`config.mk`:
```
export PLATFORM = sky130hd
export DESIGN_NAME = text_console_char_writer
export DESIGN_NICKNAME = d
export VERILOG_FILES = /design/src/rtl/tcw_pkg.sv /design/src/rtl/text_console_char_writer.sv /design/src/rtl/tcw_ram.sv /design/src/rtl/tcw_front.sv /design/src/rtl/tcw_queue.sv /design/src/rtl/tcw_back.sv
export SDC_FILE = /design/constraint.sdc
export NUM_CORES = 1
export LEC_CHECK = 0
export ABC_CLOCK_PERIOD_IN_PS = 8000
export BUFFER_PORTS_ARGS = -buffer_cell sky130_fd_sc_hd__buf_4
export CELL_PAD_IN_SITES_DETAIL_PLACEMENT = 0
export CELL_PAD_IN_SITES_GLOBAL_PLACEMENT = 1
export CORE_ASPECT_RATIO = 1.25
export CORE_UTILIZATION = 56
export CTS_BUF_LIST = sky130_fd_sc_hd__clkbuf_2 sky130_fd_sc_hd__clkbuf_4 sky130_fd_sc_hd__clkbuf_8
export DETAILED_ROUTE_END_ITERATION = 6
export PLACE_DENSITY_LB_ADDON = 0.1
export SYNTH_ARGS = -nofsm -noshare
export SYNTH_HDL_FRONTEND = slang
export SYNTH_SLANG_ARGS = --single-unit
```
`constraint.sdc`:
```
create_clock -name clock -period 8 [get_ports clock]
set_clock_uncertainty 0.2 [all_clocks]
set_input_delay 0.4 -clock clock [delete_from_list [all_inputs] [get_ports clock]]
set_output_delay 0.4 -clock clock [all_outputs]
set_load 0.1 [all_outputs]
```
`src/rtl/tcw_pkg.sv`:
```
// Shared constants, command types and helpers for the text console writer.
// No dependencies; every other file in rtl/ but tcw_ram imports this package.
package tcw_pkg;

   // Grid geometry and tab spacing
   localparam int COLS     = 20;
   localparam int ROWS     = 4;
   localparam int TAB_STOP = 4;

   // Field widths
   localparam int OP_W   = 2;
   localparam int CHAR_W = 8;
   localparam int COL_W  = 5;
   localparam int ROW_W  = 2;

   localparam int CELLS  = ROWS * COLS;
   localparam int ADDR_W = $clog2(CELLS);

   // Command queue depth between front and back
   localparam int QDEPTH = 2;
   localparam int QPTR_W = (QDEPTH > 1) ? $clog2(QDEPTH) : 1;
   localparam int QLVL_W = $clog2(QDEPTH + 1);

   // Request opcodes
   localparam logic [OP_W-1:0] OP_PUT    = 2'd0;
   localparam logic [OP_W-1:0] OP_CLEAR  = 2'd1;
   localparam logic [OP_W-1:0] OP_SETCUR = 2'd2;
   localparam logic [OP_W-1:0] OP_READ   = 2'd3;

   // Character codes with special meaning
   localparam logic [CHAR_W-1:0] CH_SPACE   = 8'h20;
   localparam logic [CHAR_W-1:0] CH_NEWLINE = 8'h0A;
   localparam logic [CHAR_W-1:0] CH_TAB     = 8'h09;
   localparam logic [CHAR_W-1:0] CH_RETURN  = 8'h0D;
   localparam logic [CHAR_W-1:0] CH_NONE    = 8'h00;

   // Classified command kinds
   localparam int KIND_W = 3;
   localparam logic [KIND_W-1:0] K_NOP    = 3'd0;
   localparam logic [KIND_W-1:0] K_PUT    = 3'd1;
   localparam logic [KIND_W-1:0] K_NL     = 3'd2;
   localparam logic [KIND_W-1:0] K_TAB    = 3'd3;
   localparam logic [KIND_W-1:0] K_RET    = 3'd4;
   localparam logic [KIND_W-1:0] K_CLEAR  = 3'd5;
   localparam logic [KIND_W-1:0] K_SETCUR = 3'd6;
   localparam logic [KIND_W-1:0] K_READ   = 3'd7;

   typedef struct packed {
      logic [KIND_W-1:0] kind;
      logic [CHAR_W-1:0] chr;
      logic [COL_W-1:0]  col;
      logic [ROW_W-1:0]  row;
   } cmd_type;

   typedef struct packed {
      logic              full;
      logic              empty;
      logic [QLVL_W-1:0] level;
   } q_status_type;

   typedef struct packed {
      logic              wr_en;
      logic [ADDR_W-1:0] wr_addr;
      logic [CHAR_W-1:0] wr_data;
      logic              rd_en;
      logic [ADDR_W-1:0] rd_addr;
   } ram_req_type;

   // True when a column sits on a tab stop inside the row
   function automatic logic is_tab_stop(input logic [COL_W:0] c);
      logic r;
      r = 1'b0;
      for (int i = TAB_STOP; i < COLS; i += TAB_STOP) begin
         if (c == (COL_W+1)'(i)) r = 1'b1;
      end
      return r;
   endfunction

   // Linear grid address of a row and column
   function automatic logic [ADDR_W-1:0] grid_addr(input logic [ROW_W-1:0] r,
                                                   input logic [COL_W-1:0] c);
      return ADDR_W'(r) * ADDR_W'(COLS) + ADDR_W'(c);
   endfunction

endpackage

```
`src/rtl/text_console_char_writer.sv`:
```
// Top level of the text console writer: front end, command queue, back end, grid RAM.
// Depends on tcw_pkg, tcw_front, tcw_queue, tcw_back and tcw_ram.
//
//   channel  direction  handshake             payload
//   req      in         req_tvalid/tready     tuser opcode, tdata char/column/row
//   rsp      out        rsp_tvalid/tready     tdata char/column/row/cursor shown
//   csr      in         csr_wr_en             csr_wr_data cursor enable
//
// Put, return, clear, set cursor and no-op finish at the edge that pops them from the
// queue; a read finishes in ST_READ after the pop, since the RAM read is registered.
// Newline and tab write one space a cycle through the single RAM write port, the last
// one held until the output is free, starting in ST_FILL after the pop: up to COLS
// spaces for a newline, up to TAB_STOP for a tab.
// Reset clears the cursor, the per-cell valid bits (grid reads as spaces) and the
// queue; clear drops all valid bits at once. A stalled response holds the back
// end while the two-entry queue keeps taking requests.
module text_console_char_writer import tcw_pkg::*; (
   input  logic        clock,
   input  logic        reset,
   input  logic        req_tvalid,
   output logic        req_tready,
   input  logic [15:0] req_tdata,   // [7:0] char_code, [12:8] column, [14:13] row
   input  logic [7:0]  req_tuser,   // [1:0] opcode
   output logic        rsp_tvalid,
   input  logic        rsp_tready,
   output logic [15:0] rsp_tdata,   // [7:0] cell_char, [12:8] cursor_column,
                                    // [14:13] cursor_row, [15] cursor_shown
   input  logic        csr_wr_en,
   input  logic        csr_wr_data
);

   logic         cursor_en_ff;
   logic         q_push, q_pop;
   cmd_type      q_wr_cmd, q_rd_cmd;
   q_status_type q_stat;
   ram_req_type  ram_req;
   logic [CHAR_W-1:0] ram_rd_data;

   // Cursor enable register
   always_ff @(posedge clock) begin
      if (reset) cursor_en_ff <= 1'b0;
      else if (csr_wr_en) cursor_en_ff <= csr_wr_data;
   end

   tcw_front u_front (
      .req_tvalid (req_tvalid),
      .req_tready (req_tready),
      .req_opcode (req_tuser[OP_W-1:0]),
      .req_char   (req_tdata[7:0]),
      .req_column (req_tdata[12:8]),
      .req_row    (req_tdata[14:13]),
      .q_stat     (q_stat),
      .q_push     (q_push),
      .q_wr_cmd   (q_wr_cmd)
   );

   tcw_queue u_queue (
      .clock  (clock),
      .reset  (reset),
      .push   (q_push),
      .wr_cmd (q_wr_cmd),
      .pop    (q_pop),
      .rd_cmd (q_rd_cmd),
      .stat   (q_stat)
   );

   tcw_back u_back (
      .clock         (clock),
      .reset         (reset),
      .q_cmd         (q_rd_cmd),
      .q_stat        (q_stat),
      .q_pop         (q_pop),
      .cursor_enable (cursor_en_ff),
      .ram_req       (ram_req),
      .ram_rd_data   (ram_rd_data),
      .rsp_tvalid    (rsp_tvalid),
      .rsp_tready    (rsp_tready),
      .rsp_tdata     (rsp_tdata)
   );

   tcw_ram #(
      .WIDTH (CHAR_W),
      .DEPTH (CELLS)
   ) u_grid (
      .clock   (clock),
      .wr_en   (ram_req.wr_en),
      .wr_addr (ram_req.wr_addr),
      .wr_data (ram_req.wr_data),
      .rd_en   (ram_req.rd_en),
      .rd_addr (ram_req.rd_addr),
      .rd_data (ram_rd_data)
   );

   // Reported cursor column stays inside the row
   a_rsp_col_range: assert property (@(posedge clock) disable iff (reset)
      rsp_tvalid |-> ({1'b0, rsp_tdata[12:8]} < (COL_W+1)'(COLS)))
      else $error("cursor column out of range");

   // Grid writes stay inside the grid
   a_wr_addr_range: assert property (@(posedge clock) disable iff (reset)
      ram_req.wr_en |-> ({1'b0, ram_req.wr_addr} < (ADDR_W+1)'(CELLS)))
      else $error("grid write address out of range");

   // Back end never pops an empty queue
   a_pop_nonempty: assert property (@(posedge clock) disable iff (reset)
      q_pop |-> !q_stat.empty)
      else $error("pop from empty queue");

   // Queue level never exceeds its depth
   a_level_bound: assert property (@(posedge clock) disable iff (reset)
      q_stat.level <= QLVL_W'(QDEPTH))
      else $error("queue level overflow");

endmodule

```
`src/rtl/tcw_ram.sv`:
```
// Generic single-write, single-read RAM with registered read data.
// No dependencies.
module tcw_ram #(
   parameter int WIDTH = 8,
   parameter int DEPTH = 80
) (
   input  logic                     clock,
   input  logic                     wr_en,
   input  logic [$clog2(DEPTH)-1:0] wr_addr,
   input  logic [WIDTH-1:0]         wr_data,
   input  logic                     rd_en,
   input  logic [$clog2(DEPTH)-1:0] rd_addr,
   output logic [WIDTH-1:0]         rd_data
);

   logic [WIDTH-1:0] mem_ff [DEPTH];
   logic [WIDTH-1:0] rd_data_ff;

   // Write port and registered read port
   always_ff @(posedge clock) begin
      if (wr_en) mem_ff[wr_addr] <= wr_data;
      if (rd_en) rd_data_ff <= mem_ff[rd_addr];
   end

   assign rd_data = rd_data_ff;

endmodule

```
`src/rtl/tcw_front.sv`:
```
// Front end: takes request words, saturates coordinates, classifies the opcode.
// Depends on tcw_pkg.
module tcw_front import tcw_pkg::*; (
   input  logic              req_tvalid,
   output logic              req_tready,
   input  logic [OP_W-1:0]   req_opcode,
   input  logic [CHAR_W-1:0] req_char,
   input  logic [COL_W-1:0]  req_column,
   input  logic [ROW_W-1:0]  req_row,
   input  q_status_type      q_stat,
   output logic              q_push,
   output cmd_type           q_wr_cmd
);

   // Accept whenever the queue has room
   assign req_tready = ~q_stat.full;
   assign q_push     = req_tvalid & ~q_stat.full;

   // Classify and clamp coordinates
   always_comb begin
      q_wr_cmd.chr = req_char;
      q_wr_cmd.col = ({1'b0, req_column} >= (COL_W+1)'(COLS)) ?
                     COL_W'(COLS - 1) : req_column;
      q_wr_cmd.row = ({1'b0, req_row} >= (ROW_W+1)'(ROWS)) ?
                     ROW_W'(ROWS - 1) : req_row;
      case (req_opcode)
         OP_PUT: begin
            case (req_char)
               CH_NONE:    q_wr_cmd.kind = K_NOP;
               CH_NEWLINE: q_wr_cmd.kind = K_NL;
               CH_TAB:     q_wr_cmd.kind = K_TAB;
               CH_RETURN:  q_wr_cmd.kind = K_RET;
               default:    q_wr_cmd.kind = K_PUT;
            endcase
         end
         OP_CLEAR:  q_wr_cmd.kind = K_CLEAR;
         OP_SETCUR: q_wr_cmd.kind = K_SETCUR;
         default:   q_wr_cmd.kind = K_READ;
      endcase
   end

endmodule

```
`src/rtl/tcw_queue.sv`:
```
// Short command queue between the front end and the back end.
// Depends on tcw_pkg.
module tcw_queue import tcw_pkg::*; (
   input  logic         clock,
   input  logic         reset,
   input  logic         push,
   input  cmd_type      wr_cmd,
   input  logic         pop,
   output cmd_type      rd_cmd,
   output q_status_type stat
);

   cmd_type           slot_ff [QDEPTH];
   logic [QPTR_W-1:0] wr_ptr_ff, wr_ptr_in;
   logic [QPTR_W-1:0] rd_ptr_ff, rd_ptr_in;
   logic [QLVL_W-1:0] level_ff, level_in;

   function automatic logic [QPTR_W-1:0] ptr_next(input logic [QPTR_W-1:0] p);
      return (p == QPTR_W'(QDEPTH - 1)) ? '0 : p + 1'b1;
   endfunction

   // Advance pointers and fill level
   always_comb begin
      wr_ptr_in = push ? ptr_next(wr_ptr_ff) : wr_ptr_ff;
      rd_ptr_in = pop  ? ptr_next(rd_ptr_ff) : rd_ptr_ff;
      level_in  = level_ff;
      if (push & ~pop) level_in = level_ff + 1'b1;
      else if (pop & ~push) level_in = level_ff - 1'b1;
   end

   always_ff @(posedge clock) begin
      if (reset) begin
         wr_ptr_ff <= '0;
         rd_ptr_ff <= '0;
         level_ff  <= '0;
      end else begin
         wr_ptr_ff <= wr_ptr_in;
         rd_ptr_ff <= rd_ptr_in;
         level_ff  <= level_in;
      end
   end

   // Hold entries until they are popped
   always_ff @(posedge clock) begin
      if (push) slot_ff[wr_ptr_ff] <= wr_cmd;
   end

   assign rd_cmd     = slot_ff[rd_ptr_ff];
   assign stat.full  = (level_ff == QLVL_W'(QDEPTH));
   assign stat.empty = (level_ff == '0);
   assign stat.level = level_ff;

endmodule

```
`src/rtl/tcw_back.sv`:
```
// Back end: cursor, cell valid bits, fill sequencer and the response register.
// Depends on tcw_pkg; drives the grid RAM through a request struct.
module tcw_back import tcw_pkg::*; (
   input  logic                clock,
   input  logic                reset,
   input  cmd_type             q_cmd,
   input  q_status_type        q_stat,
   output logic                q_pop,
   input  logic                cursor_enable,
   output ram_req_type         ram_req,
   input  logic [CHAR_W-1:0]   ram_rd_data,
   output logic                rsp_tvalid,
   input  logic                rsp_tready,
   output logic [15:0]         rsp_tdata
);

   localparam logic [1:0] ST_IDLE = 2'd0;
   localparam logic [1:0] ST_FILL = 2'd1;
   localparam logic [1:0] ST_READ = 2'd2;

   logic [1:0]        state_ff, state_in;
   logic [COL_W-1:0]  col_ff, col_in;
   logic [ROW_W-1:0]  row_ff, row_in;
   logic              tab_ff, tab_in;
   logic              hit_ff, hit_in;
   logic [CELLS-1:0]  valid_ff, valid_in;

   logic              rsp_valid_ff, rsp_valid_in;
   logic [CHAR_W-1:0] rsp_char_ff;
   logic [COL_W-1:0]  rsp_col_ff;
   logic [ROW_W-1:0]  rsp_row_ff;
   logic              rsp_shown_ff;

   logic              out_free;
   logic              emit;
   logic [CHAR_W-1:0] emit_char;
   logic [COL_W:0]    col_inc;
   logic [ROW_W:0]    row_inc;
   logic [COL_W-1:0]  nxt_col;
   logic [ROW_W-1:0]  nxt_row;
   logic [ADDR_W-1:0] cur_addr;
   logic              fill_last;

   assign out_free = ~rsp_valid_ff | rsp_tready;

   // Cursor advance with wrap to the next row and back to the top
   always_comb begin
      col_inc = {1'b0, col_ff} + 1'b1;
      row_inc = {1'b0, row_ff} + 1'b1;
      if (col_inc == (COL_W+1)'(COLS)) begin
         nxt_col = '0;
         nxt_row = (row_inc == (ROW_W+1)'(ROWS)) ? '0 : row_inc[ROW_W-1:0];
      end else begin
         nxt_col = col_inc[COL_W-1:0];
         nxt_row = row_ff;
      end
      cur_addr  = grid_addr(row_ff, col_ff);
      fill_last = (col_inc == (COL_W+1)'(COLS)) | (tab_ff & is_tab_stop(col_inc));
   end

   // Command sequencer
   always_comb begin
      state_in  = state_ff;
      col_in    = col_ff;
      row_in    = row_ff;
      tab_in    = tab_ff;
      hit_in    = hit_ff;
      valid_in  = valid_ff;
      q_pop     = 1'b0;
      emit      = 1'b0;
      emit_char = '0;
      ram_req.wr_en   = 1'b0;
      ram_req.wr_addr = cur_addr;
      ram_req.wr_data = CH_SPACE;
      ram_req.rd_en   = 1'b0;
      ram_req.rd_addr = grid_addr(q_cmd.row, q_cmd.col);
      case (state_ff)
         ST_IDLE: begin
            if (!q_stat.empty) begin
               case (q_cmd.kind)
                  K_NL, K_TAB: begin
                     q_pop    = 1'b1;
                     tab_in   = (q_cmd.kind == K_TAB);
                     state_in = ST_FILL;
                  end
                  K_READ: begin
                     q_pop         = 1'b1;
                     ram_req.rd_en = 1'b1;
                     hit_in        = valid_ff[ram_req.rd_addr];
                     state_in      = ST_READ;
                  end
                  default: begin
                     if (out_free) begin
                        q_pop = 1'b1;
                        emit  = 1'b1;
                        case (q_cmd.kind)
                           K_PUT: begin
                              ram_req.wr_en    = 1'b1;
                              ram_req.wr_data  = q_cmd.chr;
                              valid_in[cur_addr] = 1'b1;
                              col_in = nxt_col;
                              row_in = nxt_row;
                           end
                           K_RET: col_in = '0;
                           K_CLEAR: begin
                              valid_in = '0;
                              col_in   = '0;
                              row_in   = '0;
                           end
                           K_SETCUR: begin
                              col_in = q_cmd.col;
                              row_in = q_cmd.row;
                           end
                           default: ;
                        endcase
                     end
                  end
               endcase
            end
         end
         ST_FILL: begin
            // Write one space a cycle; stall the last one until the output is free
            if (!fill_last || out_free) begin
               ram_req.wr_en      = 1'b1;
               valid_in[cur_addr] = 1'b1;
               col_in = nxt_col;
               row_in = nxt_row;
               if (fill_last) begin
                  emit     = 1'b1;
                  state_in = ST_IDLE;
               end
            end
         end
         ST_READ: begin
            if (out_free) begin
               emit      = 1'b1;
               emit_char = hit_ff ? ram_rd_data : CH_SPACE;
               state_in  = ST_IDLE;
            end
         end
         default: state_in = ST_IDLE;
      endcase
   end

   assign rsp_valid_in = emit | (rsp_valid_ff & ~rsp_tready);

   always_ff @(posedge clock) begin
      if (reset) begin
         state_ff     <= ST_IDLE;
         col_ff       <= '0;
         row_ff       <= '0;
         tab_ff       <= 1'b0;
         hit_ff       <= 1'b0;
         valid_ff     <= '0;
         rsp_valid_ff <= 1'b0;
      end else begin
         state_ff     <= state_in;
         col_ff       <= col_in;
         row_ff       <= row_in;
         tab_ff       <= tab_in;
         hit_ff       <= hit_in;
         valid_ff     <= valid_in;
         rsp_valid_ff <= rsp_valid_in;
      end
   end

   // Load the response word when a command finishes
   always_ff @(posedge clock) begin
      if (emit) begin
         rsp_char_ff  <= emit_char;
         rsp_col_ff   <= col_in;
         rsp_row_ff   <= row_in;
         rsp_shown_ff <= cursor_enable;
      end
   end

   assign rsp_tvalid = rsp_valid_ff;
   assign rsp_tdata  = {rsp_shown_ff, rsp_row_ff, rsp_col_ff, rsp_char_ff};

endmodule

```
* Yosys cells after proc, flatten, opt, wreduce, memory -nomap -nowiden *
Memory sizes are Yosys's and may differ from the RTL's. A register that Yosys moved wholly into a read port is not among the register bits.
Index checks and enable logic that the tools add are counted.

storage, ports and cells
  word-level logic and storage cells = 164
  register bits after elaboration = 113
  output and inout bits = 18
  memories = 2
  bits in writable memories = 676

memory list
  memory           depth  bits a word  read ports  clocked after Yosys merged registers in  wr ports  line             text
  u_grid.mem_ff    80     8            1           1                                        1         tcw_ram.sv:16    logic [WIDTH-1:0] mem_ff [DEPTH];
  u_queue.slot_ff  2      18           1           1                                        1         tcw_queue.sv:13  cmd_type slot_ff [QDEPTH];

operators by class
  add/sub/neg operators = 8
  reductions and logical operators = 18
  bitwise logic cells = 15
  multiply operators = 2
  mux-type cells = 70
  order comparisons = 4
  eq/ne operators = 29

operators with widths
  kind                                                   number
  two-way mux 80 bit                                     4
  case mux 80 bit (2 select lines)                       2
  OR 80 bit                                              1
  two-way mux 5 bit                                      6
  two-way mux 1 bit                                      28
  == test 8 x 4 -> 1 bit, second input constant          3
  two-way mux 2 bit                                      12
  two-way mux 8 bit                                      3
  two-way mux 9 bit                                      2
  < comparator 7 x 8 -> 1 bit, second input constant     2
  == test 3 bit, second input constant                   5
  case mux 5 bit (3 select lines)                        1
  adder 7 x 5 -> 7 bit                                   2
  == test 6 x 4 -> 1 bit, second input constant          2
  == test 6 x 5 -> 1 bit, second input constant          2
  case mux 2 bit (3 select lines)                        2
  case mux 3 bit (4 select lines)                        1
  multiplier 2 x 3 -> 5 bit, second input constant       2
  case mux 5 bit (2 select lines)                        1
  case mux 3 bit (3 select lines)                        1
  AND reduction 3 bit                                    3
  logical NOT 8 bit                                      1
  inequality test 2 x 1 -> 1 bit, second input constant  4
  case mux 2 bit (2 select lines)                        2
  32 further kinds                                       54

* Depth between registers and ports, before layout *
Gate-level depths: netlist (run 1).

  depth in word-level cells = 14
  mapped depth = 13
  mapped depth without buffers = 10

* Hierarchy *
A second synthesis (run 1) with hierarchy kept.

unflattened totals
  cell total of the unflattened synthesis = 1785
  area, all modules = 32228.4 um2

modules (own cells, without submodules)
  module                    times used  cells each  sequential area each (um2)  area an instance (um2)
  tcw_ram                   1           1112        19458.7                     24982.7
  tcw_back                  1           554         2322.2                      5451.5
  tcw_queue                 1           78          1181.1                      1503.9
  tcw_front                 1           38          0.0                         256.5
  text_console_char_writer  1           3           20.0                        33.8

* Worst setup path before layout (run 1) *
OpenSTA, ideal clock, no wires.

  path kind = reg2reg
  start = register with a tool-made name
  end = memory u_grid.mem_ff[0][7], data pin
  cell stages (with the launch flop) = 8
  path slack = 1957 ps
  setup time = 837 ps
  data arrival time = 5006 ps
  path through = dfxtp_1 -> buf_6 -> buf_2 -> mux2i_1 -> o21ai_1 -> or3_1 -> clkbuf_1 -> nor3b_1

RTL lines
  item       line
  to (decl)  tcw_ram.sv:16

==> metrics, run 1 <==
outcome completed; DRT Wirelength 75.7 mm; Die Span Y 271 um; top_reg_cell synth edfxtp_1; Max Cap Violations 0; Yosys cell types 69; RSZ-0062 raised after global routing no; Final min period 4.82 ns; worst hold path stage count 2; Num CTS Buffers 116; total gr overflow 0; vias per inst 6.11; WP data required 8.38 ns; Total Routing Usage GR 26.4%; synth warn 0; storage element area 23000 um2; P per Cell Area 319 nW/um2; Post-Route Utilization 63.5%; hold-fix buffers at CTS 25; share of layout cells above drive strength 1 20.6%; CTS max path bufs 3; Async S/R FF share, synth 0%; CTS root buf clkbuf_8; Worst-path clk slew 0.07 ns; most used cell, CP buf_4; initial antenna violation count 1; final-report setup violation count 0; fin crit share 60.2%; initial cell density of the core 56.8%; Vias 17900; Final TNS setup 0 ns; Worst VDD drop 0.338 mV; Pleak 12.3 nW; DR pass1 iterations 5; global-route wire length before repair 114 mm; Crit Path Max Fanout 20; Die Area 59100 um2; Yosys reg bits 798; GP Congestion 0.913; DRC 0; most frequent cells in the layout 700 x edfxtp_1, 164 x nand2_1, 140 x mux4_2; post-synthesis sequential area ratio 70.7%; Rel. slew slack 25.0%; DR iter-0 viols 1585; CP Launch Type register; core area 57300 um2; Routed Antenna Nets 0; clk sinks 798; Die W 218 um; Multi-input gate area 9020 um2; H-tree Lvls 3; Power, Total 0.0116 W; hold_sp req_tdata[4]; EDFF count, synth 700; post-synth top area share 64.6%; # rows 98; kind of end point of the critical path register; final slew viol count 0; Final Hold Fails 0; postcts setup bufs 0; net count after synthesis 2019; DP HPWL 46.8 mm; commonest non-fill, non-tap cell in the layout edfxtp_1; Port Buffer Count 40; largest net degree at the start of global routing 113; vias in the first global route 18300; Layout area overhead 11.7%; Syn Std Cell Area 32500 um2; Clock Latency Late Sink 0.74 ns; post-DR wirelength/cell 25.8 um; CTS tree yes; r2r worst-path depth 10; post-route setup slack 3.18 ns; Post-CTS Resized 0; synth top area cells edfxtp_1 65%, mux4_2 9.7%, dfxtp_1 6.0%; CP Data Arrival Time 5.20 ns; Syn Area/Cell 16.5 um2; # IOs 48; worst-path cell chain buf_4, mux2_2, ha_1, a211oi_1, o21ai_1, buf_4, a21oi_1, o211ai_1, a41o_1, a31oi_1; Syn Inst Count 1975; hold crit path type in -> reg; Final nets 2126; area leader, netlist edfxtp_1; critical path class reg -> reg; fmax 208 MHz; fillers 4105; pre-CTS setup slack 3.18 ns; slowest CP cell a21oi_1; Tightest Pin Transition 1.12 ns; slowest cell delay on critical path 0.86 ns
==> path summary, 6_finish.rpt <==
check,endpoint,slack [ns]
worst max-delay path,u_grid.rd_data[1],3.18
worst min-delay path,u_queue.slot_ff[0][11],0.24
worst max register to register,u_grid.rd_data[1],3.18
worst min register to register,u_back.valid_ff[43],0.24
==> sequential cells by signal, summed over array words and instances (netlist names), named ones only <==
signal,flops
cursor_en_ff,1
u_back.col_ff,5
u_back.hit_ff,1
u_back.row_ff,2
u_back.rsp_char_ff,8
u_back.rsp_col_ff,5
u_back.rsp_row_ff,2
u_back.rsp_shown_ff,1
u_back.rsp_tvalid,1
u_back.state_ff,2
u_back.tab_ff,1
u_back.valid_ff,80
u_grid.mem_ff,640
u_grid.rd_data,8
u_queue.level_ff,2
u_queue.rd_ptr_ff,1
u_queue.slot_ff,36
u_queue.wr_ptr_ff,1
==> routing by layer <==
layer  global-route usage, %  vias to the layer above  part of all wire (%)
met3                    4.43                      145                   6.4
met1                    34.8                     9146                    40
li1                        -                     7998                     -
met4                    11.5                        0                   3.9
met2                    43.5                      642                    50
met5                       0                        -                     0
==> where the power goes <==
part	switching (W)	leakage (nW)	internal, W
Sequential	0.0000888	7.53	0.00473
Combinational	0.00227	3.44	0.00114
Clock	0.00154	1.30	0.00183
Total	0.00389	12.3	0.00770
==> Yosys cell counts (all sizes together) (2+ instances only) <==
library cell	number
mux4	140
o221ai	4
a211oi	9
a21oi	32
nor2	128
nor2b	22
a21o	5
o211ai	43
mux2	35
fa	2
a41o	6
a21boi	2
edfxtp	700
a221oi	2
and3b	2
and3	9
or4	2
nor4	10
a2111oi	3
nand3	16
nand2b	10
o21ai	119
or3	5
ha	12
a41oi	9
o22ai	18
xnor2	4
o41ai	3
mux2i	135
a31oi	15
nand3b	5
inv	25
xor2	7
a211o	2
nor3b	3
buf	68
dfxtp	98
clkbuf	44
or2	6
nand4	10
and2	14
nand2	165
nor3	14
==> critical path: cells and delay by family, from the launching register on <==
| family | cells | cell delay (ns) |
|---|---|---|
| compound gates | 6 | 2.43 |
| flops | 1 | 0.64 |
| buf+inv | 2 | 0.62 |
| mux | 1 | 0.44 |
| fa+ha+maj | 1 | 0.34 |
==> logic make-up (layout without fill, tap and decap cells) <==
| family | count (synthesis) | in the layout | share of synthesized area [%] |
|---|---|---|---|
| muxes | 310 | 310 | 15.2 |
| xor gates and xnor gates | 11 | 11 | 0.319 |
| buffers and inverters | 137 | 344 | 1.99 |
| DFF | 798 | 798 | 70.7 |
| adders and majority gates | 14 | 14 | 0.585 |
| other | 0 | 1 | 0 |
| AOI/OAI and AO/OA | 280 | 280 | 5.38 |
| and+or+nand+nor | 425 | 425 | 5.90 |
==> area by class of cell <==
type	instances	area share, %
sequential	798	63.2
tap	750	2.58
antenna	1	0.00689
multi-input combinational	1040	24.8
clock inverter	54	1.11
timing repair buffer	101	2.33
inverter	25	0.258
clock buffer	164	5.66
==> through the flow <==
step / std cells / hold slack (ns) / instance area, um2
2_1_floorplan: 1975 / 0.208 / 32500
3_3_place_gp: 2689 / 0.215 / 33600
3_5_place_dp: 2689 / 0.225 / 33600
4_1_cts: 2932 / 0.169 / 36300
5_1_grt: 2933 / 0.231 / 36300
6_report: 2933 / 0.240 / 36300
(Power assumes the default switching activity.)
==> run 2, diff against run 1 <==
--- a/config.mk
+++ b/config.mk
@@ -5,12 +5,12 @@
 export SDC_FILE = /design/constraint.sdc
 export NUM_CORES = 1
 export LEC_CHECK = 0
-export ABC_CLOCK_PERIOD_IN_PS = 8000
+export ABC_CLOCK_PERIOD_IN_PS = 4300
 export BUFFER_PORTS_ARGS = -buffer_cell sky130_fd_sc_hd__buf_4
 export CELL_PAD_IN_SITES_DETAIL_PLACEMENT = 0
 export CELL_PAD_IN_SITES_GLOBAL_PLACEMENT = 1
 export CORE_ASPECT_RATIO = 1.25
-export CORE_UTILIZATION = 56
+export CORE_UTILIZATION = 51
 export CTS_BUF_LIST = sky130_fd_sc_hd__clkbuf_2 sky130_fd_sc_hd__clkbuf_4 sky130_fd_sc_hd__clkbuf_8
 export DETAILED_ROUTE_END_ITERATION = 6
 export PLACE_DENSITY_LB_ADDON = 0.1
==> constraint.sdc (replaced) <==
create_clock -name clock -period 4.3 [get_ports clock]
set_clock_uncertainty 0.2 [all_clocks]
set_input_delay 0.215 -clock clock [delete_from_list [all_inputs] [get_ports clock]]
set_output_delay 0.215 -clock clock [all_outputs]
set_load 0.1 [all_outputs]
==> metrics, run 2 (same netlist as run 1, synthesis figures left out) <==
largest net degree at the start of global routing 81 (was 113); kind of end point of the critical path register (unchanged); hold crit path type in -> reg (unchanged); DP HPWL 53.5 mm (was 46.8 mm); DR iter-0 viols 1615 (was 1585); final slew viol count 0 (unchanged); CP Data Arrival Time 4.20 ns (was 5.20 ns); CTS tree yes (unchanged); Rel. slew slack 38.7% (was 25.0%); Crit Path Max Fanout 12 (was 20); Vias 18300 (was 17900); max reg flops 640 (unchanged); # IOs 48 (unchanged); postcts setup bufs 0 (unchanged); Regs by FF count u_grid.mem_ff (640), u_back.valid_ff (80), u_queue.slot_ff (36) (unchanged); Routed Antenna Nets 0 (unchanged); DRC 0 (unchanged); Layout area overhead 14.7% (was 11.7%); WP data required 4.54 ns (was 8.38 ns); CTS root buf clkbuf_8 (unchanged); total gr overflow 0 (unchanged); share of layout cells above drive strength 1 23.9% (was 20.6%); P per Cell Area 579 nW/um2 (was 319 nW/um2); Final Instance Count excl. Fillers 3127 (was 2933); H-tree Lvls 3 (unchanged); fin crit share 92.2% (was 60.2%); most frequent cells in the layout 700 x edfxtp_1, 164 x nand2_1, 164 x buf_4 (was 700 x edfxtp_1, 164 x nand2_1, 140 x mux4_2); commonest non-fill, non-tap cell in the layout edfxtp_1 (unchanged); Die Span Y 284 um (was 271 um); Die Area 64800 um2 (was 59100 um2); CTS max path bufs 3 (unchanged); clk sinks 798 (unchanged); DRT Wirelength 82.4 mm (was 75.7 mm); Final TNS setup 0 ns (unchanged); vias per inst 5.87 (was 6.11); global-route wire length before repair 123 mm (was 114 mm); Clock Latency Late Sink 0.71 ns (was 0.74 ns); Total Routing Usage GR 26.0% (was 26.4%); Most flops, register u_grid.mem_ff (unchanged); Pleak 12.8 nW (was 12.3 nW); Die W 228 um (was 218 um); Tightest Pin Transition 0.917 ns (was 1.12 ns); post-DR wirelength/cell 26.4 um (was 25.8 um); critical path class reg -> reg (unchanged); GP Congestion 0.871 (was 0.913); Final min period 3.97 ns (was 4.82 ns); fmax 252 MHz (was 208 MHz); initial cell density of the core 51.5% (was 56.8%); initial antenna violation count 2 (was 1); CP Launch Type register (unchanged); core area 63100 um2 (was 57300 um2); DR pass1 iterations 5 (unchanged); Worst VDD drop 0.506 mV (was 0.338 mV); RSZ-0062 raised after global routing no (unchanged); placed cells 2888 (was 2689); # rows 103 (was 98); final-report setup violation count 0 (unchanged); Num CTS Buffers 117 (was 116); Final nets 2237 (was 2126); Final Hold Fails 0 (unchanged); Max Cap Violations 0 (unchanged); vias in the first global route 18800 (was 18300); outcome completed (unchanged); Port Buffer Count 40 (unchanged); fillers 4839 (was 4105); Worst-path clk slew 0.06 ns (was 0.07 ns)
[run 2: cell count changes in the layout (fill, tap and decap cells not counted), moves of 3 or more]
cell       delta
clkinv_1      +7
clkbuf_8     -11
buf_4        +90
buf_12       +19
bufinv_16     -3
clkinv_2      +5
[run 2: stage by stage]
step / setup WS [ns] / area [um2] / hold slack [ns] / power [W] / util (%)
floorplan: -0.0873 / 32500 / 0.114 / 0.0134 / -
global placement: 0.405 / 34800 / 0.213 / 0.0159 / 55.1
detailed placement: 0.352 / 34800 / 0.219 / 0.0159 / 55.1
CTS: 0.358 / 37300 / 0.00585 / 0.0217 / 59.1
global route: 0.149 / 37300 / 0.0462 / 0.0224 / 59.1
finish: 0.333 / 37300 / 0.0856 / 0.0216 / 59.1
[run 2: per-layer routing]
| layer | global-route usage [%] | vias up | part of all wire [%] |
|---|---|---|---|
| li1 | - | 8213 | - |
| met1 | 34.7 | 9478 | 42 |
| met2 | 43.7 | 531 | 50 |
| met3 | 3.67 | 123 | 4.6 |
| met4 | 9.36 | 0 | 3.0 |
| met5 | 0 | - | 0 |
[run 2: worst paths after layout]
| check | start | end | slack (ns) | cells after the start |
|---|---|---|---|---|
| setup reg to reg | register | u_grid.rd_data[0] | 0.33 | 11 |
| hold / removal | req_tdata[14] | u_queue.slot_ff[0][1] | 0.09 | 2 |
| setup / recovery | register | u_grid.rd_data[0] | 0.33 | 11 |
| hold reg to reg | u_back.valid_ff[64] | u_back.valid_ff[64] | 0.25 | 2 |
[run 2: power by group]
group	total (W)	internal, W	switching [W]
Sequential	0.00896	0.00880	0.000152
Combinational	0.00682	0.00242	0.00440
Clock	0.00583	0.00300	0.00283
[run 2: cell type report]
class | instances | area, um2 | area share, %
Antenna cell | 1 | 2.50 | 0.00671
Inverter | 25 | 93.8 | 0.252
Timing Repair Buffer | 211 | 1910 | 5.12
Clock buffer | 152 | 1900 | 5.09
Multi-Input combinational cell | 1040 | 9040 | 24.2
Tap cell | 840 | 1050 | 2.82
Sequential cell | 798 | 23000 | 61.6
Clock inverter | 60 | 329 | 0.882
[run 2: repair_timing]
action | CTS | global route
resized for setup | 0 | 0
endpoints found under the hold margin | 71 | 0
hold buffers | 26 | 0
[run 2: critical path, stage by stage (launching register included)]
cell	delay, ns
dfxtp_1	0.50
mux2i_1	0.37
inv_1	0.08
ha_2	0.21
fa_1	0.50
xor2_4	0.48
a211oi_1	0.17
buf_4	0.21
o21ai_1	0.41
o22ai_1	0.12
nor4_1	0.30
a31oi_1	0.14
